[src/rtl/ubx_pkg.sv]
// ----------------------------------------------------------------------------
// UBX receiver package
// Shared types, codes and constants of the binary frame receiver.
// ----------------------------------------------------------------------------
package ubx_pkg;

  // Largest payload length the design accepts, whatever max_payload holds.
  localparam int unsigned PAYLOAD_LIMIT = 256;

  // Field widths.
  localparam int unsigned BYTE_W    = 8;
  localparam int unsigned LEN_W     = 9;
  localparam int unsigned WIDE_LEN_W = 16;
  localparam int unsigned CNT_W     = 32;
  localparam int unsigned CFG_IDX_W = 2;
  localparam int unsigned CFG_DAT_W = 9;

  // Limit as a 16-bit value for comparison with a received length.
  localparam logic [WIDE_LEN_W-1:0] PAYLOAD_LIMIT_W = WIDE_LEN_W'(PAYLOAD_LIMIT);

  // Queue between the front and back parts.
  localparam int unsigned QUEUE_DEPTH = 2;
  localparam int unsigned QPTR_W      = (QUEUE_DEPTH > 1) ? $clog2(QUEUE_DEPTH) : 1;
  localparam int unsigned QCNT_W      = $clog2(QUEUE_DEPTH + 1);

  // Reset values of the configuration registers.
  localparam logic [BYTE_W-1:0] SYNC_FIRST_RST  = 8'hB5;
  localparam logic [BYTE_W-1:0] SYNC_SECOND_RST = 8'h62;
  localparam logic [LEN_W-1:0]  MAX_PAYLOAD_RST = 9'd256;

  // Configuration register indexes.
  typedef enum logic [CFG_IDX_W-1:0] {
    CFG_SYNC_FIRST  = 2'd0,
    CFG_SYNC_SECOND = 2'd1,
    CFG_MAX_PAYLOAD = 2'd2
  } cfg_idx_t;

  // Event codes reported with every request.
  typedef enum logic [2:0] {
    EV_IDLE      = 3'd0,
    EV_SYNC_LOST = 3'd1,
    EV_PAYLOAD   = 3'd2,
    EV_CSUM_ERR  = 3'd3,
    EV_GOOD      = 3'd4,
    EV_TOO_LONG  = 3'd5
  } event_t;

  // Frame phases.
  typedef enum logic [3:0] {
    PH_HUNT    = 4'd0,
    PH_SYNC2   = 4'd1,
    PH_CLASS   = 4'd2,
    PH_IDENT   = 4'd3,
    PH_LEN_LO  = 4'd4,
    PH_LEN_HI  = 4'd5,
    PH_PAYLOAD = 4'd6,
    PH_CK_A    = 4'd7,
    PH_CK_B    = 4'd8
  } phase_t;

  // A classified byte as it travels from the front to the back part.
  typedef struct packed {
    logic [BYTE_W-1:0] data;
    logic              is_sync1;
    logic              is_sync2;
  } ubx_item_t;

endpackage

[src/rtl/ubx_ifs.sv]
// ----------------------------------------------------------------------------
// UBX receiver channel interfaces
// Valid/ready channels for received bytes, results and register writes.
// ----------------------------------------------------------------------------

// Received byte channel.
interface ubx_in_if;
  logic       valid;
  logic       ready;
  logic [7:0] rx_byte;

  modport source (output valid, output rx_byte, input ready);
  modport sink   (input valid, input rx_byte, output ready);
endinterface

// Result channel.
interface ubx_out_if;
  logic        valid;
  logic        ready;
  logic [2:0]  event_res;
  logic [7:0]  frame_class;
  logic [7:0]  frame_ident;
  logic [8:0]  frame_length;
  logic [7:0]  payload_value;
  logic [7:0]  payload_position;
  logic [31:0] sync_loss_total;
  logic [31:0] checksum_error_total;

  modport source (output valid, output event_res, output frame_class, output frame_ident,
                  output frame_length, output payload_value, output payload_position,
                  output sync_loss_total, output checksum_error_total, input ready);
  modport sink   (input valid, input event_res, input frame_class, input frame_ident,
                  input frame_length, input payload_value, input payload_position,
                  input sync_loss_total, input checksum_error_total, output ready);
endinterface

// Register write channel.
interface ubx_cfg_if;
  logic       valid;
  logic       ready;
  logic [1:0] index;
  logic [8:0] data;

  modport source (output valid, output index, output data, input ready);
  modport sink   (input valid, input index, input data, output ready);
endinterface

[src/rtl/ubx_frame_receiver.sv]
// ----------------------------------------------------------------------------
// UBX frame receiver
// Byte-serial parser of binary GPS frames with Fletcher-8 checking.
// ----------------------------------------------------------------------------
// The receiver takes one byte per request and returns exactly one result
// request per byte: an event code, the current class, id and length, the
// payload byte with its index during the payload, and the running sync loss
// and checksum error counts. It sustains one byte per clock cycle while
// results are taken without stalling. A byte passes through the two-entry
// queue between the classifying front part and the frame state machine,
// which updates its state as it takes the byte from the queue and loads its
// result into the result register. A stalled result holds the state
// machine while the queue absorbs up to two further bytes. Register writes
// are always accepted and should be made only while no frame traffic is in
// flight.
module ubx_frame_receiver import ubx_pkg::*; (
  input  logic      clk,
  input  logic      rst_n,
  ubx_in_if.sink    in_ch,
  ubx_out_if.source out_ch,
  ubx_cfg_if.sink   cfg_ch
);

  logic [BYTE_W-1:0] sync_first_r;
  logic [BYTE_W-1:0] sync_second_r;
  logic [LEN_W-1:0]  max_payload_r;

  logic      q_full;
  logic      q_push;
  ubx_item_t q_push_item;
  logic      q_pop;
  logic      q_valid;
  ubx_item_t q_pop_item;

  // Configuration registers; writes to unused indexes are dropped.
  assign cfg_ch.ready = 1'b1;

  always_ff @(posedge clk) begin
    if (!rst_n) begin
      sync_first_r  <= SYNC_FIRST_RST;
      sync_second_r <= SYNC_SECOND_RST;
      max_payload_r <= MAX_PAYLOAD_RST;
    end else if (cfg_ch.valid) begin
      unique case (cfg_ch.index)
        CFG_SYNC_FIRST:  sync_first_r  <= cfg_ch.data[BYTE_W-1:0];
        CFG_SYNC_SECOND: sync_second_r <= cfg_ch.data[BYTE_W-1:0];
        CFG_MAX_PAYLOAD: max_payload_r <= cfg_ch.data[LEN_W-1:0];
        default: begin
        end
      endcase
    end
  end

  // Front part: accept and classify.
  ubx_front u_front (
    .in_ch       (in_ch),
    .sync_first  (sync_first_r),
    .sync_second (sync_second_r),
    .q_full      (q_full),
    .q_push      (q_push),
    .q_item      (q_push_item)
  );

  // Queue between the two parts.
  ubx_queue u_queue (
    .clk       (clk),
    .rst_n     (rst_n),
    .push      (q_push),
    .push_item (q_push_item),
    .full      (q_full),
    .pop       (q_pop),
    .pop_valid (q_valid),
    .pop_item  (q_pop_item)
  );

  // Back part: frame state machine and result register.
  ubx_back u_back (
    .clk         (clk),
    .rst_n       (rst_n),
    .max_payload (max_payload_r),
    .q_valid     (q_valid),
    .q_item      (q_pop_item),
    .q_pop       (q_pop),
    .out_ch      (out_ch)
  );

endmodule

[src/rtl/ubx_front.sv]
// ----------------------------------------------------------------------------
// UBX receiver front part
// Accepts received bytes and tags them with their sync byte matches.
// ----------------------------------------------------------------------------
module ubx_front import ubx_pkg::*; (
  ubx_in_if.sink            in_ch,
  input  logic [BYTE_W-1:0] sync_first,
  input  logic [BYTE_W-1:0] sync_second,
  input  logic              q_full,
  output logic              q_push,
  output ubx_item_t         q_item
);

  // A byte is taken whenever the queue has room.
  assign in_ch.ready = !q_full;
  assign q_push      = in_ch.valid && !q_full;

  // Classify the byte against both sync patterns.
  always_comb begin
    q_item.data     = in_ch.rx_byte;
    q_item.is_sync1 = (in_ch.rx_byte == sync_first);
    q_item.is_sync2 = (in_ch.rx_byte == sync_second);
  end

endmodule

[src/rtl/ubx_queue.sv]
// ----------------------------------------------------------------------------
// UBX receiver queue
// Short first-in first-out queue between the front and back parts.
// ----------------------------------------------------------------------------
module ubx_queue import ubx_pkg::*; (
  input  logic      clk,
  input  logic      rst_n,
  input  logic      push,
  input  ubx_item_t push_item,
  output logic      full,
  input  logic      pop,
  output logic      pop_valid,
  output ubx_item_t pop_item
);

  ubx_item_t         store_r [QUEUE_DEPTH];
  logic [QPTR_W-1:0] wr_ptr_r, wr_ptr_nxt;
  logic [QPTR_W-1:0] rd_ptr_r, rd_ptr_nxt;
  logic [QCNT_W-1:0] count_r, count_nxt;
  logic              do_pop;

  assign full      = (count_r == QCNT_W'(QUEUE_DEPTH));
  assign pop_valid = (count_r != '0);
  assign pop_item  = store_r[rd_ptr_r];
  assign do_pop    = pop && pop_valid;

  // Pointer and fill count updates, wrapping at the queue depth.
  always_comb begin
    wr_ptr_nxt = wr_ptr_r;
    rd_ptr_nxt = rd_ptr_r;
    if (push) begin
      wr_ptr_nxt = (wr_ptr_r == QPTR_W'(QUEUE_DEPTH - 1)) ? '0 : wr_ptr_r + QPTR_W'(1);
    end
    if (do_pop) begin
      rd_ptr_nxt = (rd_ptr_r == QPTR_W'(QUEUE_DEPTH - 1)) ? '0 : rd_ptr_r + QPTR_W'(1);
    end
    count_nxt = count_r + QCNT_W'(push) - QCNT_W'(do_pop);
  end

  always_ff @(posedge clk) begin
    if (!rst_n) begin
      wr_ptr_r <= '0;
      rd_ptr_r <= '0;
      count_r  <= '0;
    end else begin
      wr_ptr_r <= wr_ptr_nxt;
      rd_ptr_r <= rd_ptr_nxt;
      count_r  <= count_nxt;
    end
  end

  // Entry storage.
  always_ff @(posedge clk) begin
    if (push) begin
      store_r[wr_ptr_r] <= push_item;
    end
  end

endmodule

[src/rtl/ubx_back.sv]
// ----------------------------------------------------------------------------
// UBX receiver back part
// Frame state machine, Fletcher-8 sums, counters and the result register.
// ----------------------------------------------------------------------------
module ubx_back import ubx_pkg::*; (
  input  logic             clk,
  input  logic             rst_n,
  input  logic [LEN_W-1:0] max_payload,
  input  logic             q_valid,
  input  ubx_item_t        q_item,
  output logic             q_pop,
  ubx_out_if.source        out_ch
);

  phase_t             phase_r, phase_nxt;
  logic [BYTE_W-1:0]  class_r, class_nxt;
  logic [BYTE_W-1:0]  ident_r, ident_nxt;
  logic [BYTE_W-1:0]  sum_a_r, sum_a_nxt;
  logic [BYTE_W-1:0]  sum_b_r, sum_b_nxt;
  logic [LEN_W-1:0]   length_r, length_nxt;
  logic [LEN_W-1:0]   byte_count_r, byte_count_nxt;
  logic [CNT_W-1:0]   sync_loss_r, sync_loss_nxt;
  logic [CNT_W-1:0]   csum_err_r, csum_err_nxt;

  event_t             ev_nxt;
  logic [BYTE_W-1:0]  pval_nxt;
  logic [BYTE_W-1:0]  ppos_nxt;

  logic               out_valid_r;
  event_t             out_event_r;
  logic [BYTE_W-1:0]  out_pval_r;
  logic [BYTE_W-1:0]  out_ppos_r;

  logic               fire;
  logic [BYTE_W-1:0]  b;
  logic [BYTE_W-1:0]  add_a;
  logic [BYTE_W-1:0]  add_b;
  logic [WIDE_LEN_W-1:0] full_len;
  logic [WIDE_LEN_W-1:0] limit;
  logic [LEN_W-1:0]   bc_inc;

  // A byte leaves the queue when the result register is free or being emptied.
  assign fire  = q_valid && (!out_valid_r || out_ch.ready);
  assign q_pop = fire;
  assign b     = q_item.data;

  // Fletcher-8 step and length arithmetic.
  assign add_a    = sum_a_r + b;
  assign add_b    = sum_b_r + add_a;
  assign full_len = {b, length_r[BYTE_W-1:0]};
  assign limit    = ({{(WIDE_LEN_W-LEN_W){1'b0}}, max_payload} < PAYLOAD_LIMIT_W) ?
                    {{(WIDE_LEN_W-LEN_W){1'b0}}, max_payload} : PAYLOAD_LIMIT_W;
  assign bc_inc   = byte_count_r + LEN_W'(1);

  // Next state and result of the byte at the head of the queue.
  always_comb begin
    phase_nxt      = phase_r;
    class_nxt      = class_r;
    ident_nxt      = ident_r;
    sum_a_nxt      = sum_a_r;
    sum_b_nxt      = sum_b_r;
    length_nxt     = length_r;
    byte_count_nxt = byte_count_r;
    sync_loss_nxt  = sync_loss_r;
    csum_err_nxt   = csum_err_r;
    ev_nxt         = EV_IDLE;
    pval_nxt       = '0;
    ppos_nxt       = '0;
    if (fire) begin
      unique case (phase_r)
        PH_SYNC2: begin
          if (!q_item.is_sync2) begin
            sync_loss_nxt = sync_loss_r + CNT_W'(1);
            ev_nxt        = EV_SYNC_LOST;
            phase_nxt     = PH_HUNT;
          end else begin
            phase_nxt = PH_CLASS;
          end
        end
        PH_CLASS: begin
          class_nxt = b;
          sum_a_nxt = b;
          sum_b_nxt = b;
          phase_nxt = PH_IDENT;
        end
        PH_IDENT: begin
          ident_nxt = b;
          sum_a_nxt = add_a;
          sum_b_nxt = add_b;
          phase_nxt = PH_LEN_LO;
        end
        PH_LEN_LO: begin
          length_nxt = {1'b0, b};
          sum_a_nxt  = add_a;
          sum_b_nxt  = add_b;
          phase_nxt  = PH_LEN_HI;
        end
        PH_LEN_HI: begin
          if (full_len > limit) begin
            // Oversized length: saturate the stored length and resume hunting.
            length_nxt    = (|full_len[WIDE_LEN_W-1:LEN_W]) ? '1 : full_len[LEN_W-1:0];
            sync_loss_nxt = sync_loss_r + CNT_W'(1);
            ev_nxt        = EV_TOO_LONG;
            phase_nxt     = PH_HUNT;
          end else begin
            length_nxt     = full_len[LEN_W-1:0];
            sum_a_nxt      = add_a;
            sum_b_nxt      = add_b;
            byte_count_nxt = '0;
            phase_nxt      = (full_len[LEN_W-1:0] == '0) ? PH_CK_A : PH_PAYLOAD;
          end
        end
        PH_PAYLOAD: begin
          sum_a_nxt      = add_a;
          sum_b_nxt      = add_b;
          ev_nxt         = EV_PAYLOAD;
          pval_nxt       = b;
          ppos_nxt       = byte_count_r[BYTE_W-1:0];
          byte_count_nxt = bc_inc;
          if (bc_inc == length_r) begin
            phase_nxt = PH_CK_A;
          end
        end
        PH_CK_A: begin
          if (b != sum_a_r) begin
            csum_err_nxt = csum_err_r + CNT_W'(1);
            ev_nxt       = EV_CSUM_ERR;
            phase_nxt    = PH_HUNT;
          end else begin
            phase_nxt = PH_CK_B;
          end
        end
        PH_CK_B: begin
          phase_nxt = PH_HUNT;
          if (b != sum_b_r) begin
            csum_err_nxt = csum_err_r + CNT_W'(1);
            ev_nxt       = EV_CSUM_ERR;
          end else begin
            ev_nxt = EV_GOOD;
          end
        end
        default: begin
          // Hunting for the first sync byte; unused codes behave the same.
          if (!q_item.is_sync1) begin
            sync_loss_nxt = sync_loss_r + CNT_W'(1);
            ev_nxt        = EV_SYNC_LOST;
            phase_nxt     = PH_HUNT;
          end else begin
            phase_nxt = PH_SYNC2;
          end
        end
      endcase
    end
  end

  // Frame state registers.
  always_ff @(posedge clk) begin
    if (!rst_n) begin
      phase_r      <= PH_HUNT;
      class_r      <= '0;
      ident_r      <= '0;
      sum_a_r      <= '0;
      sum_b_r      <= '0;
      length_r     <= '0;
      byte_count_r <= '0;
      sync_loss_r  <= '0;
      csum_err_r   <= '0;
    end else begin
      phase_r      <= phase_nxt;
      class_r      <= class_nxt;
      ident_r      <= ident_nxt;
      sum_a_r      <= sum_a_nxt;
      sum_b_r      <= sum_b_nxt;
      length_r     <= length_nxt;
      byte_count_r <= byte_count_nxt;
      sync_loss_r  <= sync_loss_nxt;
      csum_err_r   <= csum_err_nxt;
    end
  end

  // Result register: valid flag.
  always_ff @(posedge clk) begin
    if (!rst_n) begin
      out_valid_r <= 1'b0;
    end else if (fire) begin
      out_valid_r <= 1'b1;
    end else if (out_ch.ready) begin
      out_valid_r <= 1'b0;
    end
  end

  // Result register: per-byte fields.
  always_ff @(posedge clk) begin
    if (fire) begin
      out_event_r <= ev_nxt;
      out_pval_r  <= pval_nxt;
      out_ppos_r  <= ppos_nxt;
    end
  end

  // The frame fields and counters of a result equal the state after its byte,
  // which the state registers hold until the next byte is taken.
  assign out_ch.valid                = out_valid_r;
  assign out_ch.event_res            = out_event_r;
  assign out_ch.frame_class          = class_r;
  assign out_ch.frame_ident          = ident_r;
  assign out_ch.frame_length         = length_r;
  assign out_ch.payload_value        = out_pval_r;
  assign out_ch.payload_position     = out_ppos_r;
  assign out_ch.sync_loss_total      = sync_loss_r;
  assign out_ch.checksum_error_total = csum_err_r;

  // The sync loss count moves only with a sync loss or oversized length event.
  a_sync_loss_cause: assert property (@(posedge clk) disable iff (!rst_n)
    (fire && ev_nxt != EV_SYNC_LOST && ev_nxt != EV_TOO_LONG) |=>
      (sync_loss_r == $past(sync_loss_r)))
    else $error("sync loss count moved without a sync loss event");

  // A good frame is only reported on the second check byte.
  a_good_on_ck_b: assert property (@(posedge clk) disable iff (!rst_n)
    (fire && ev_nxt == EV_GOOD) |-> (phase_r == PH_CK_B))
    else $error("frame good reported outside the second check byte");

  // The payload index stays below the stored length.
  a_payload_index: assert property (@(posedge clk) disable iff (!rst_n)
    (phase_r == PH_PAYLOAD) |-> (byte_count_r < length_r))
    else $error("payload index reached the frame length");

  // A new byte is never taken while a result is stalled.
  a_no_overwrite: assert property (@(posedge clk) disable iff (!rst_n)
    (out_valid_r && !out_ch.ready) |-> !fire)
    else $error("result register overwritten while stalled");

endmodule
[src/flat_wrapper.sv]
// flat-port wrapper written by rule: the top's interface ports become plain ports
module ubx_frame_receiver_flat import ubx_pkg::*;
  (clk, rst_n, in_ch_valid, in_ch_rx_byte, in_ch_ready, out_ch_valid, out_ch_event_res, out_ch_frame_class, out_ch_frame_ident, out_ch_frame_length, out_ch_payload_value, out_ch_payload_position, out_ch_sync_loss_total, out_ch_checksum_error_total, out_ch_ready, cfg_ch_valid, cfg_ch_index, cfg_ch_data, cfg_ch_ready);
  ubx_in_if in_ch_i ();
  ubx_out_if out_ch_i ();
  ubx_cfg_if cfg_ch_i ();
  input  logic clk;
  input  logic rst_n;
  input wire logic [$bits(in_ch_i.valid)-1:0] in_ch_valid;
  input wire logic [$bits(in_ch_i.rx_byte)-1:0] in_ch_rx_byte;
  output wire logic [$bits(in_ch_i.ready)-1:0] in_ch_ready;
  output wire logic [$bits(out_ch_i.valid)-1:0] out_ch_valid;
  output wire logic [$bits(out_ch_i.event_res)-1:0] out_ch_event_res;
  output wire logic [$bits(out_ch_i.frame_class)-1:0] out_ch_frame_class;
  output wire logic [$bits(out_ch_i.frame_ident)-1:0] out_ch_frame_ident;
  output wire logic [$bits(out_ch_i.frame_length)-1:0] out_ch_frame_length;
  output wire logic [$bits(out_ch_i.payload_value)-1:0] out_ch_payload_value;
  output wire logic [$bits(out_ch_i.payload_position)-1:0] out_ch_payload_position;
  output wire logic [$bits(out_ch_i.sync_loss_total)-1:0] out_ch_sync_loss_total;
  output wire logic [$bits(out_ch_i.checksum_error_total)-1:0] out_ch_checksum_error_total;
  input wire logic [$bits(out_ch_i.ready)-1:0] out_ch_ready;
  input wire logic [$bits(cfg_ch_i.valid)-1:0] cfg_ch_valid;
  input wire logic [$bits(cfg_ch_i.index)-1:0] cfg_ch_index;
  input wire logic [$bits(cfg_ch_i.data)-1:0] cfg_ch_data;
  output wire logic [$bits(cfg_ch_i.ready)-1:0] cfg_ch_ready;
  assign in_ch_i.valid = in_ch_valid;
  assign in_ch_i.rx_byte = in_ch_rx_byte;
  assign in_ch_ready = in_ch_i.ready;
  assign out_ch_valid = out_ch_i.valid;
  assign out_ch_event_res = out_ch_i.event_res;
  assign out_ch_frame_class = out_ch_i.frame_class;
  assign out_ch_frame_ident = out_ch_i.frame_ident;
  assign out_ch_frame_length = out_ch_i.frame_length;
  assign out_ch_payload_value = out_ch_i.payload_value;
  assign out_ch_payload_position = out_ch_i.payload_position;
  assign out_ch_sync_loss_total = out_ch_i.sync_loss_total;
  assign out_ch_checksum_error_total = out_ch_i.checksum_error_total;
  assign out_ch_i.ready = out_ch_ready;
  assign cfg_ch_i.valid = cfg_ch_valid;
  assign cfg_ch_i.index = cfg_ch_index;
  assign cfg_ch_i.data = cfg_ch_data;
  assign cfg_ch_ready = cfg_ch_i.ready;
  ubx_frame_receiver u_core (.clk(clk), .rst_n(rst_n), .in_ch(in_ch_i), .out_ch(out_ch_i), .cfg_ch(cfg_ch_i));
endmodule
[config.mk]
export PLATFORM = sky130hd
export DESIGN_NAME = ubx_frame_receiver_flat
export DESIGN_NICKNAME = d
export VERILOG_FILES = /design/src/rtl/ubx_pkg.sv /design/src/rtl/ubx_ifs.sv /design/src/rtl/ubx_frame_receiver.sv /design/src/rtl/ubx_front.sv /design/src/rtl/ubx_queue.sv /design/src/rtl/ubx_back.sv /design/src/flat_wrapper.sv
export SDC_FILE = /design/constraint.sdc
export NUM_CORES = 1
export LEC_CHECK = 0
export ABC_AREA = 1
export BUFFER_PORTS_ARGS = -buffer_cell sky130_fd_sc_hd__buf_2
export CORE_UTILIZATION = 59
export CTS_CLUSTER_SIZE = 20
export DETAILED_ROUTE_END_ITERATION = 10
export GPL_TIMING_DRIVEN = 0
export PLACE_DENSITY = 0.81
export SYNTH_ARGS = -nofsm -noshare
export SYNTH_HDL_FRONTEND = slang
export SYNTH_HIERARCHICAL = 1
export SYNTH_SLANG_ARGS = --single-unit
[constraint.sdc]
create_clock -name clk -period 4 [get_ports clk]
set_clock_uncertainty 0.2 [all_clocks]
set_input_delay 0.4 -clock clk [delete_from_list [all_inputs] [get_ports clk]]
set_output_delay 0.4 -clock clk [all_outputs]
set_load 0.05 [all_outputs]
# Word level (Yosys, flattened, before mapping)
# Memory sizes are Yosys's and may differ from the RTL's. A register that Yosys moved wholly into a read port is not among the register bits.
# Index checks and enable logic that the tools add are counted.
dict set report classes {
  addsub 9
  magnitude_cmp 2
  n_eq_ne 24
  n_mux 38
  bitwise_logic 1
  reduce_logical 30
}
# cell n
set ops {}
lappend ops {{$mux 32} 5}
lappend ops {{$pmux 32 s3} 1}
lappend ops {{$add 32x1->32 const B} 2}
lappend ops {{$pmux 32 s2} 1}
lappend ops {{$pmux 8 s3} 2}
lappend ops {{$mux 9} 4}
lappend ops {{$pmux 9 s2} 2}
lappend ops {{$pmux 4 s8} 1}
lappend ops {{$pmux 3 s6} 1}
lappend ops {{$add 8x8->8} 2}
lappend ops {{$eq 4x3->1 const B} 4}
lappend ops {{$eq 8x8->1} 2}
lappend ops {{$gt 16x9->1} 1}
lappend ops {{$mux 8} 2}
lappend ops {{$ne 8x8->1} 2}
lappend ops {{$ne 2x2->1 const B} 7}
lappend ops {{$reduce_and 2->1} 7}
lappend ops {{$mux 1} 12}
lappend ops {{$reduce_bool 2->1} 5}
lappend ops {{$add 9x1->9 const B} 1}
lappend ops {{$eq 9x9->1} 1}
lappend ops {{$logic_not 9->1} 1}
lappend ops {{$lt 9x9->1 const B} 1}
lappend ops {{$mux 3} 3}
lappend ops {{23 further kinds} 34}
dict set report totals {
  reg_bits 167
  ramBits 20
  input_bits 24
  out_inout_bits 111
  elab_cells 125
  n_memories 1
}
# memory words width read_ports rd_clocked_by_memory_dff wr line
set memory_table {}
lappend memory_table {u_core.u_queue.store_r 2 10 1 1 1 ubx_queue.sv:16} ;# ubx_item_t store_r [QUEUE_DEPTH];

# Logic depth before layout (Yosys ltp)
# Gate-level depths: netlist of the first run.
dict set report logic_depth {
  depth_word 6
  depth_mapped 17
  ltp_nobuf 16
}

# By module
# Netlist of the first run, hierarchy kept.
# module instances cells_each area_each_um2 seq_area_each_um2
set by_module_without_submodules {}
lappend by_module_without_submodules {ubx_back 1 1175 8434.3 2952.8}
lappend by_module_without_submodules {ubx_frame_receiver 1 148 1088.5 500.5}
lappend by_module_without_submodules {ubx_queue 1 67 999.7 700.7}
lappend by_module_without_submodules {ubx_front 1 97 396.6 0.0}

# Worst setup path after synthesis of the first run
# Ideal clock, no wire load.
dict set report synth_timing {
  kind {reg-to-reg}
  start {reg (tool-made name)}
  end {reg u_core.u_back.sum_b_r[3]}
  setup_time_ps 119
  arrival_time_ps 2786
  required_time_ps 3681
  path_slack_ps 895
  path_stages_with_launch 13
  n_path_buf 1
  period_less_slack_ps 3105
  path_cell_list {dfxtp_1 -> buf_6 -> mux2_4 -> ha_1 -> fa_1 -> xor2_1 -> ha_1 -> a21oi_1 -> nand2_1 -> or2_2 -> a31o_2 -> o21ai_1 -> a21oi_1}
}
# item line
set synth_lines {}
lappend synth_lines {{to (signal assigned)} ubx_back.sv:173} ;# sum_b_r <= sum_b_nxt;
lappend synth_lines {{to (decl)} ubx_back.sv:19} ;# logic [BYTE_W-1:0] sum_b_r, sum_b_nxt;

==> metrics.md, run 1 <==
| Metric | Value |
|---|---|
| Top cell type's share of synthesized area | `0.273` |
| Setup WS post-layout | `0.508 ns` |
| DR WL/cell | `15.0 microns` |
| Critical Path Fanout Max | `10` |
| # fillers | `about 1.5k` |
| FMAX | `286 MHz` |
| Hold Path Class | `in2reg` |
| Status | `finished, final reports clean` |
| Clock-pin slew on the worst setup and hold paths | `0.07 ns` |
| Port buffer count | `132` |
| YS warnings | `6` |
| Mapped Area | `10900 sq um` |
| # H-tree levels | `4` |
| Post-Syn Nets | `1541` |
| Ys flop type | `dfxtp_1` |
| Crit start category | `flop` |
| Max-Cap Viols | `0` |
| Area Overhead vs Synth | `14.2%` |
| DIE AREA | `approximately 19000 sq um` |
| Nets | `1692` |
| Yosys reg bits | `approximately 190` |
| CTS Buf Count | `17` |
| Distinct cells, synth | `55` |
| Hold_buf cts | `0` |
| First-pass GRT wire length | `46000 microns` |
| All-Layer GR Usage | `0.296` |
| GRT overflow | `0` |
| GPL Wtd Cong | `between 0.9 and 1` |
| Area of the multi-input gates | `5770 sq um` |
| Post-synth EDFFs | `39` |
| Die span in y | `138 microns` |
| Setup bufs post-CTS | `0` |
| Layout cell share with drive strength beyond 1 | `0.200` |
| DRC Markers | `0` |
| Largest net degree at the start of global routing | `31` |
| Initial antenna violation count | `0` |
| Synth area leaders | `dfxtp_1, nand2_1, edfxtp_1` |
| Vias | `around 10k` |
| Commonest cells post-synth | `nand2_1, nor2_1, dfxtp_1` |
| Worst Tran Pin Value | `0.916 ns` |
| Final TNS setup | `0 ns` |
| CP Capture Type | `flop` |
| Clock sinks | `188` |
| Vias in the first global route | `9472` |
| Core Footprint | `18000 sq um` |
| Ant. Diodes | `0` |
| Worst VDD drop | `approximately 430 uV` |
| Leak | `5.54 nW` |
| CTS tree | `done` |
| Die width | `138 microns` |
| Storage cell area | `4150 sq um` |
| RSZ-0062 raised after global routing | `no` |
| Routed WL | `28200 microns` |
| Max Slew Vio Count | `0` |
| Required time worst endpoint | `roughly 4.2 ns` |
| PwrDens | `566 nW/um^2` |
| CTS max path bufs | `2` |
| Count of final hold-check violations | `0` |
| CTS resizes | `0` |
| Pre-CTS WS | `0.650 ns` |
| Crit share post-route | `0.873` |
| Top-level I/O count | `135` |
| Syn Inst Count | `1487` |
| Fin util | `0.692` |
| Worst-Skew Late Latency | `0.43 ns` |
| Initial core utilization | `0.606` |
| Synth Area per Inst | `7.34 sq um` |
| Root buffer cell | `clkbuf_16` |
| Asr flop ratio synth | `0` |
| WP data arrival | `3.65 ns` |
| Area leader, netlist | `dfxtp_1` |
| Worst slew margin | `0.387` |
| Period minus WS final | `3.49 ns` |
| Routed vias/inst | `5.48` |
| Setup CP Type | `reg2reg` |
| Most common cell in the netlist | `nand2_1` |
| Setup violators final | `0` |
| Post-synthesis sequential area ratio | `0.380` |
| Post-DP HPWL | `20900 microns` |
| DRT iter0 DRCs | `about 840` |
| Drt pass-1 iters | `6` |
| FP Rows | `between 40 and 50` |
| Antenna Nets Post-Route | `0` |
per-layer routing:
metal / share of wire / wire [microns] / GRT usage / vias to the layer above
li1: - / - / - / 5115
met1: 0.44 / 12400 / 0.382 / 4737
met2: 0.48 / 13600 / 0.499 / 376
met3: 0.054 / 1530 / 0.0499 / 77
met4: 0.025 / 718 / 0.102 / 0
met5: 0 / 0 / 0 / -
sequential cells by signal (all words and copies together), names as in the netlist, named ones only:
| register | flops |
|---|---|
| u_core/max_payload_r | 9 |
| u_core/sync_first_r | 8 |
| u_core/sync_second_r | 8 |
| u_core/u_back/byte_count_r | 9 |
| u_core/u_back/out_ch.checksum_error_total | 32 |
| u_core/u_back/out_ch.event_res | 3 |
| u_core/u_back/out_ch.frame_class | 8 |
| u_core/u_back/out_ch.frame_ident | 8 |
| u_core/u_back/out_ch.frame_length | 9 |
| u_core/u_back/out_ch.payload_position | 8 |
| u_core/u_back/out_ch.payload_value | 8 |
| u_core/u_back/out_ch.sync_loss_total | 32 |
| u_core/u_back/out_ch.valid | 1 |
| u_core/u_back/phase_r | 4 |
| u_core/u_back/sum_a_r | 8 |
| u_core/u_back/sum_b_r | 8 |
| u_core/u_queue/count_r | 2 |
| u_core/u_queue/rd_ptr_r | 1 |
| u_core/u_queue/store_r | 20 |
| u_core/u_queue/wr_ptr_r | 1 |
cells in the final DEF, fill, tap and decap left out, types with 13 or more instances in the layout:
master	synthesis	routed
nand2_1	426	426
nor2_1	154	154
dfxtp_1	149	149
buf_2	7	139
inv_1	137	137
a21oi_1	95	95
nand3_1	79	79
xor2_1	43	43
edfxtp_1	39	39
nand2_2	38	38
nor3_1	34	34
o21ai_0	34	34
a21oi_2	32	32
ha_1	28	28
nand4_1	26	26
xnor2_1	22	22
clkbuf_16	0	17
inv_2	14	14
clkbuf_1	14	14
buf_4	13	13
power by group:
part | leakage [nW] | internal [W] | total, W | switching [W]
combinational | 3.67 | 0.000894 | 0.00290 | 0.00201
clock | 0.289 | 0.000947 | 0.00176 | 0.000813
sequential | 1.58 | 0.00222 | 0.00239 | 0.000172
worst max-delay path, stage by stage (launching register included):
cell,delay [ns]
dfxtp_1,0.34
buf_6,0.18
mux2_4,0.37
ha_1,0.25
fa_1,0.44
nand4_1,0.13
o211ai_1,0.10
xor2_1,0.25
ha_1,0.32
a21oi_1,0.14
o21ai_0,0.11
a21oi_1,0.23
inv_1,0.09
nand2_1,0.07
nand3_1,0.07
a21oi_1,0.12
worst paths after layout:
path | startpoint | to | slack (ns) | cells past startpoint
max | flop | u_core/u_back/sum_b_r[7] | 0.51 | 15
min | cfg_ch_data[7] | u_core/max_payload_r[7] | 0.04 | 3
max reg2reg | flop | u_core/u_back/sum_b_r[7] | 0.51 | 15
min reg2reg | u_core/u_back/sum_a_r[3] | u_core/u_back/sum_a_r[3] | 0.28 | 2
final cells by class:
type	count	share of cell area
clock inverter	15	0.0145
sequential	188	0.333
buffer	50	0.0325
timing repair buffer	132	0.0530
clock buffer	17	0.0341
multi-input combinational	1095	0.463
inverter	154	0.0471
tap	229	0.0230
cell families after synthesis:
| kind of cell | Yosys count | synth area share |
|---|---|---|
| AOI/OAI and AO/OA | 187 | 0.102 |
| xor gates and xnor gates | 66 | 0.0536 |
| adders and majority gates | 30 | 0.0358 |
| buffers and inverters | 204 | 0.0910 |
| DFF | 188 | 0.380 |
| muxes | 10 | 0.0138 |
| other | 1 | 0.000343 |
| and+or+nand+nor | 801 | 0.323 |
per-stage QoR:
| stage | cell area [sq um] | instances | hold slack [ns] | power (W) |
|---|---|---|---|---|
| 2_1_floorplan | 10900 | 1487 | 0.247 | 0.00460 |
| 3_5_place_dp | 11900 | 1848 | 0.261 | 0.00526 |
| 6_report | 12500 | 1880 | 0.0430 | 0.00706 |
| 3_3_place_gp | 11900 | 1848 | 0.256 | 0.00519 |
| 4_1_cts | 12500 | 1880 | 0.0292 | 0.00703 |
| 5_1_grt | 12500 | 1880 | 0.0369 | 0.00741 |
(Power assumes the default switching activity.)
==> run 2: changes to the inputs <==
Settings changed: CORE_ASPECT_RATIO from default to 1.5, CORE_UTILIZATION 59 to 24, PLACE_DENSITY 0.81 to 0.4.
==> run 2 against run 1 <==
  * Wire length is 23% higher
  * Final area up 3.1%
  * Register-to-register slack better by 0.08 ns
  * Setup slack better by 0.075 ns
  * Global-route usage down 14 points
  * Critical endpoint is now u_core/u_back/sum_b_r[3]
  * Largest power group unchanged
  * Highest routed layer unchanged
==> metrics.md, run 2 (same netlist as run 1, synthesis figures left out) <==
| Metric | Value |
|---|---|
| Status | `finished, final reports clean` |
| Worst path slowest cell | `fa_1` |
| Worst-Skew Late Latency | `0.45 ns (+0.02 ns)` |
| Leak | `5.53 nW (-0.19%)` |
| Post-route design area | `12900 sq um (+3.1%)` |
| Final TNS setup | `0 ns (unchanged)` |
| Routed vias/inst | `4.40 (-20%)` |
| Worst Tran Pin Value | `0.950 ns (+0.0348 ns)` |
| Antenna Nets Post-Route | `0 (unchanged)` |
| DRC Markers | `0 (unchanged)` |
| Die span in y | `263 microns (+91%)` |
| DR WL/cell | `15.5 microns (+3.6%)` |
| Core Footprint | `44800 sq um (+150%)` |
| Post-DP Area | `12300 sq um (+3.7%)` |
| Buffers and inverters on the worst path | `1 (-1)` |
| DIE AREA | `46400 sq um (+140%)` |
| Root buffer cell | `clkbuf_16` |
| Clock-pin slew on the worst setup and hold paths | `0.08 ns (about the same)` |
| CTS tree | `done` |
| Worst slew margin | `0.364 (-0.0233)` |
| Vias in the first global route | `9913 (+4.7%)` |
| GPL Wtd Cong | `0.895 (-8.0%)` |
| Initial core utilization | `0.244 (-0.362)` |
| Hold slack | `0.0333 ns (-0.00978 ns)` |
| FMAX | `293 MHz (+2.2%)` |
| Die width | `176 microns (+28%)` |
| Setup WS post-layout | `0.583 ns (+0.0750 ns)` |
| Setup bufs post-CTS | `0 (unchanged)` |
| CP peak stage delay | `0.43 ns (about the same)` |
| Max Slew Vio Count | `0 (unchanged)` |
| FP Rows | `95 (+94%)` |
| RSZ-0062 raised after global routing | `no` |
| First-pass GRT wire length | `54700 microns (+19%)` |
| Routed WL | `34700 microns (+23%)` |
| Required time worst endpoint | `4.13 ns (-0.03 ns)` |
| Vias | `9828 (-4.6%)` |
| Layout cell share with drive strength beyond 1 | `0.198 (-0.00242)` |
| Setup violators final | `0 (unchanged)` |
| Drt pass-1 iters | `5 (-1)` |
| Period minus WS final | `3.42 ns (-0.0751 ns)` |
| Ant. Diodes | `0 (unchanged)` |
| CTS max path bufs | `2 (unchanged)` |
| Setup CP Type | `reg2reg` |
| Port buffer count | `132 (unchanged)` |
| All-Layer GR Usage | `0.154 (-0.142)` |
| DRT iter0 DRCs | `451 (-46%)` |
| CTS Buf Count | `17 (unchanged)` |
| Worst R2R Setup Slack | `0.58 ns (+0.08 ns)` |
| Post-DP HPWL | `27100 microns (+29%)` |
| Area Overhead vs Synth | `17.8%` |
| Max-Cap Viols | `0 (unchanged)` |
| Pre-CTS WS | `0.576 ns (-0.0747 ns)` |
| PwrDens | `542 nW/um^2 (-4.1%)` |
| Hold Path Class | `in2reg` |
| Top delay family on crit path | `adder cells` |
| Total power | `0.00697 W (-1.2%)` |
| WP data arrival | `3.54 ns (-0.11 ns)` |
| Initial antenna violation count | `0 (unchanged)` |
| Count of final hold-check violations | `0 (unchanged)` |
| CP Capture Type | `flop` |
| Commonest non-fill, non-tap cell in the layout | `nand2_1` |
| Nets | `1693 (+0.059%)` |
| CTS resizes | `0 (unchanged)` |
| Crit share post-route | `0.854 (-0.0188)` |
| Largest net degree at the start of global routing | `31 (unchanged)` |
| Commonest cells after routing, fill and taps aside | `nand2_1, nor2_1, dfxtp_1, buf_2, inv_1` |
| Critical Path Fanout Max | `10 (unchanged)` |
| Top-level I/O count | `135 (unchanged)` |
| Cell Chain, Critical Path | `buf_6 -> mux2_4 -> ha_1 -> fa_1 -> xor2_1 -> ha_1 -> a21oi_1 -> nand2_1 -> or2_2 -> a31o_2 -> o21ai_1 -> a21oi_1` |
| Worst VDD drop | `345 uV (-20%)` |
| Crit start category | `flop` |
| GRT overflow | `0 (unchanged)` |
| # H-tree levels | `4 (unchanged)` |
| Clock sinks | `188 (unchanged)` |
## run 2: changes by cell type in the layout (fill, tap and decap cells not counted), sizes merged
cell,previous run,this run
inv,159,158
clkinv,5,4
clkinvlp,3,0
dlygate4sd3,0,1
clkbuf,33,39
bufinv,2,0
## run 2: per-stage QoR
stage / cells / util
after floorplan: 1487 / -
after CTS: 2233 / 0.287
after detailed placement: 2201 / 0.275
after global placement: 2201 / 0.275
after global routing: 2233 / 0.287
final: 2233 / 0.287
## run 2: metal layers
layer	GRT usage	share of wire	vias up
li1	-	-	5088
met1	0.172	0.42	4543
met2	0.284	0.52	163
met3	0.0272	0.036	34
met4	0.0557	0.023	0
met5	0	0	-
## run 2: path summary, 6_finish.rpt
path | from | end | cells past startpoint
max | flop | u_core/u_back/sum_b_r[3] | 12
min | cfg_ch_data[2] | u_core/sync_second_r[2] | 3
max reg2reg | flop | u_core/u_back/sum_b_r[3] | 12
min reg2reg | u_core/u_back/sum_a_r[2] | u_core/u_back/sum_a_r[2] | 2
## run 2: final cells by class
type	count	area (sq um)
buffer	50	405
clock buffer	23	489
clock inverter	8	55.1
fill	4972	31900
inverter	154	588
multi-input combinational	1095	5770
sequential	188	4150
tap	582	728
timing repair buffer	133	671
## run 2: report_power, final
part	leakage (nW)	internal, W	switching, W	total, W
sequential	1.58	0.00222	0.000170	0.00239
clock	0.274	0.000868	0.000784	0.00165
combinational	3.67	0.000891	0.00204	0.00293
total	5.53	0.00398	0.00299	0.00697
## run 2: timing repair
| item | in CTS | in global routing |
|---|---|---|
| endpoints found under the hold margin | 1 | 0 |
| setup endpoints to repair | 0 | 0 |
| hold buffers | 1 | 0 |
## run 2: worst reg2reg max path: cells and delay by family (launching register included)
kind | cells | cell delay, ns
AND/OR/NAND/NOR | 2 | 0.41
flip-flops | 1 | 0.33
XOR/XNOR | 1 | 0.24
buffers and inverters | 1 | 0.18
AO/OA/AOI/OAI | 4 | 0.55
multiplexers | 1 | 0.39
adder cells (fa/ha/maj) | 3 | 1.00
==> run 3: changes to the inputs <==
Settings changed: ABC_AREA 1 to default.
==> run 3 against run 2 <==
  * The flow now finishes with violations (DRC)
  * Power fell by 3.1%
  * Combinational power down 9.9%
  * Synthesized area shrank 11%
  * Final area fell by 9.3%
  * Setup slack got worse by 0.43 ns
  * Critical path type unchanged
==> metrics.md, run 3 <==
| Metric | Value |
|---|---|
| Post-DP HPWL | `22800 microns (-16%)` |
| Mux contribution to synthesized area | `0.0579 (+0.0442)` |
| Hold_buf cts | `0 (-1)` |
| Met1 WL | `13000 microns (-10%)` |
| Asr flop ratio synth | `0 (unchanged)` |
| Distinct cells, synth | `82 (+49%)` |
| Post-synth EDFFs | `39 (unchanged)` |
| Initial core utilization | `0.245 (+0.00150)` |
| GPL Wtd Cong | `0.780 (-13%)` |
| Clock-pin slew on the worst setup and hold paths | `0.08 ns (about the same)` |
| # H-tree levels | `4 (unchanged)` |
| Metal3 WL | `1050 microns (-16%)` |
| PwrDens | `579 nW/um^2 (+6.8%)` |
| CTS tree | `done` |
| FP Rows | `89 (-6.3%)` |
| Die span in y | `248 microns (-5.6%)` |
| WP data arrival | `4.03 ns (+0.49 ns)` |
| Synth Area in Simple Gates | `0.226 (-0.0975)` |
| Leak | `4.66 nW (-16%)` |
| Pre-CTS WS | `-0.425 ns (-1.00 ns)` |
| # fillers | `4274 (-14%)` |
| Root buffer cell | `clkbuf_16` |
| Hold endpoint | `u_core/max_payload_r[5]` |
| Hold Crit Start | `cfg_ch_data[5]` |
| Vias | `8245 (-16%)` |
| RSZ-0062 raised after global routing | `yes` |
| Setup violators final | `0 (unchanged)` |
| Syn Inst Count | `1070 (-28%)` |
| Setup WS post-layout | `0.150 ns (-0.433 ns)` |
| Clock sinks | `188 (unchanged)` |
| First-pass GRT wire length | `47600 microns (-13%)` |
| Required time worst endpoint | `4.18 ns (+0.05 ns)` |
| Final TNS setup | `0 ns (unchanged)` |
| Worst Tran Pin Value | `1.05 ns (+0.0987 ns)` |
| Synth Area per Inst | `9.08 sq um (+24%)` |
| Compound-cell area share of the yosys netlist | `0.122 (+0.0198)` |
| Critical Path Fanout Max | `10 (unchanged)` |
| Worst VDD drop | `256 uV (-26%)` |
| Failing checks | `DRC` |
| Largest family of logic cells by synthesized area | `simple AND/OR/NAND/NOR gates` |
| Crit start category | `flop` |
| Worst slew margin | `0.291 (-0.0726)` |
| CP Capture Type | `flop` |
| Drt pass-1 iters | `8 (+3)` |
| Max-Cap Viols | `0 (unchanged)` |
| DR WL/cell | `17.5 microns (+13%)` |
| Largest net degree at the start of global routing | `30 (-3.2%)` |
| Worst hold stages | `3 (unchanged)` |
| R2R Path End | `u_core/u_back/sum_b_r[7]` |
| Area Overhead vs Synth | `20.0%` |
| Commonest cells after routing, fill and taps aside | `buf_2, dfxtp_1, nor2_1, nand2_1, xnor2_1` |
| Worst-Skew Late Latency | `0.45 ns (about the same)` |
| DIE AREA | `41300 sq um (-11%)` |
| Mapped Area | `9720 sq um (-11%)` |
| GRT overflow | `0 (unchanged)` |
| CTS Buf Count | `17 (unchanged)` |
| Ant. Diodes | `0 (unchanged)` |
| Period minus WS final | `3.85 ns (+0.433 ns)` |
| Worst R2R Setup Slack | `0.15 ns (-0.43 ns)` |
| Commonest cells post-synth | `dfxtp_1, nor2_1, nand2_1` |
| Routed vias/inst | `4.75 (+8.0%)` |
| Hold Path Class | `in2reg` |
| Xor and xnor fraction of the mapped netlist area | `0.0762 (+0.0226)` |
| Reg2Reg Depth | `14 (+2)` |
| CTS max path bufs | `2 (unchanged)` |
| Ys flop type | `dfxtp_1` |
| Port buffer count | `133 (+0.76%)` |
| Antenna Nets Post-Route | `0 (unchanged)` |
| Setup CP Type | `reg2reg` |
| Synth area leaders | `dfxtp_1, edfxtp_1, xnor2_1` |
| Synth Area in Adders | `0.0402 (+0.00441)` |
| DR WL met2 | `15500 microns (-15%)` |
| Post-synthesis sequential area ratio | `0.427 (+0.0470)` |
| Yosys reg bits | `188 (unchanged)` |
| Routed WL | `30400 microns (-12%)` |
| Max Slew Vio Count | `0 (unchanged)` |
| Vias in the first global route | `8112 (-18%)` |
| Area leader, netlist | `dfxtp_1` |
| Crit share post-route | `0.962 (+0.108)` |
| Status | `finished, violations left` |
| Top routing layer in use | `met4` |
| Layout cell share with drive strength beyond 1 | `0.186 (-0.0118)` |
| Die width | `166 microns (-5.6%)` |
| Initial antenna violation count | `0 (unchanged)` |
| Count of final hold-check violations | `0 (unchanged)` |
| YS warnings | `6 (unchanged)` |
| Core Footprint | `39600 sq um (-12%)` |
| Post-Syn Nets | `1124 (-27%)` |
| All-Layer GR Usage | `0.150 (-0.00389)` |
| DRC Markers | `12 (+12)` |
| Nets | `1277 (-25%)` |
| Most common cell in the netlist | `dfxtp_1` |
| DRT iter0 DRCs | `430 (-4.7%)` |
| Top-level I/O count | `135 (unchanged)` |
| Top cell type's share of synthesized area | `0.307 (+0.0337)` |
| FMAX | `260 MHz (-11%)` |
-- run 3: worst max-delay path by stage --
stage               start                       end  slack (ns)
global placement     flop  u_core/u_back/sum_b_r[7]       -0.39
floorplan            flop  u_core/u_back/sum_b_r[7]        0.43
global route         flop  u_core/u_back/sum_b_r[7]       -0.08
finish               flop  u_core/u_back/sum_b_r[7]        0.15
detailed placement   flop  u_core/u_back/sum_b_r[7]       -0.42
CTS                  flop  u_core/u_back/sum_b_r[7]       -0.16
-- run 3: area by class of cell --
| cell class | instances | area, sq um | area share |
|---|---|---|---|
| Inverter | 38 | 143 | 0.0122 |
| Multi-Input combinational cell | 776 | 5140 | 0.440 |
| Clock buffer | 22 | 475 | 0.0408 |
| Clock inverter | 9 | 100 | 0.00858 |
| Tap cell | 500 | 626 | 0.0536 |
| Buffer | 68 | 357 | 0.0306 |
| Timing Repair Buffer | 134 | 673 | 0.0577 |
| Sequential cell | 188 | 4150 | 0.356 |
-- run 3: routing by layer --
layer | vias up | global-route usage
li1 | 4098 | -
met1 | 3922 | 0.174
met2 | 184 | 0.271
met3 | 41 | 0.0234
met4 | 0 | 0.0624
met5 | - | 0
-- run 3: where the power goes --
group / leakage (nW) / internal [W] / total, W / switching [W]
Clock: 0.285 / 0.000926 / 0.00174 / 0.000813
Sequential: 1.58 / 0.00221 / 0.00238 / 0.000170
Combinational: 2.79 / 0.000889 / 0.00264 / 0.00175
Total: 4.66 / 0.00403 / 0.00676 / 0.00273
-- run 3: worst max-delay path, cell delays in order, from the launching register on --
cell      delay [ns]
dfxtp_1         0.32
buf_6           0.16
mux2_2          0.50
fa_1            0.51
a21o_1          0.21
a21oi_4         0.18
xnor2_2         0.16
ha_4            0.26
nand3_1         0.08
o211ai_1        0.14
o41ai_2         0.47
xnor2_1         0.19
xnor2_1         0.14
nand2_1         0.07
a31oi_1         0.18
-- run 3: timing repair --
action	4_1_cts	5_1_grt
hold endpoints to repair	0	0
pin swaps	0	4
buffers inserted	0	1
gates cloned	0	0
resized for setup	3	17
setup endpoints to repair	11	26
-- run 3: kinds of logic (layout without fill, tap and decap cells) --
logic type / Yosys count / after routing
and+or+nand+nor: 419 / 419
AOI/OAI and AO/OA: 188 / 188
DFF: 188 / 188
buffers and inverters: 106 / 271
xor gates and xnor gates: 83 / 83
muxes: 55 / 55
adders and majority gates: 30 / 30
other: 1 / 1
-- run 3: metrics by stage --
stage | cell area, sq um | hold WS (ns) | total power, W | instances | util
2_1_floorplan | 9720 | 0.234 | 0.00427 | 1070 | -
3_3_place_gp | 11000 | 0.248 | 0.00498 | 1703 | 0.278
3_5_place_dp | 11000 | 0.250 | 0.00498 | 1703 | 0.278
4_1_cts | 11600 | 0.00151 | 0.00677 | 1734 | 0.293
5_1_grt | 11700 | 0.0277 | 0.00716 | 1735 | 0.294
6_report | 11700 | 0.0261 | 0.00676 | 1735 | 0.294
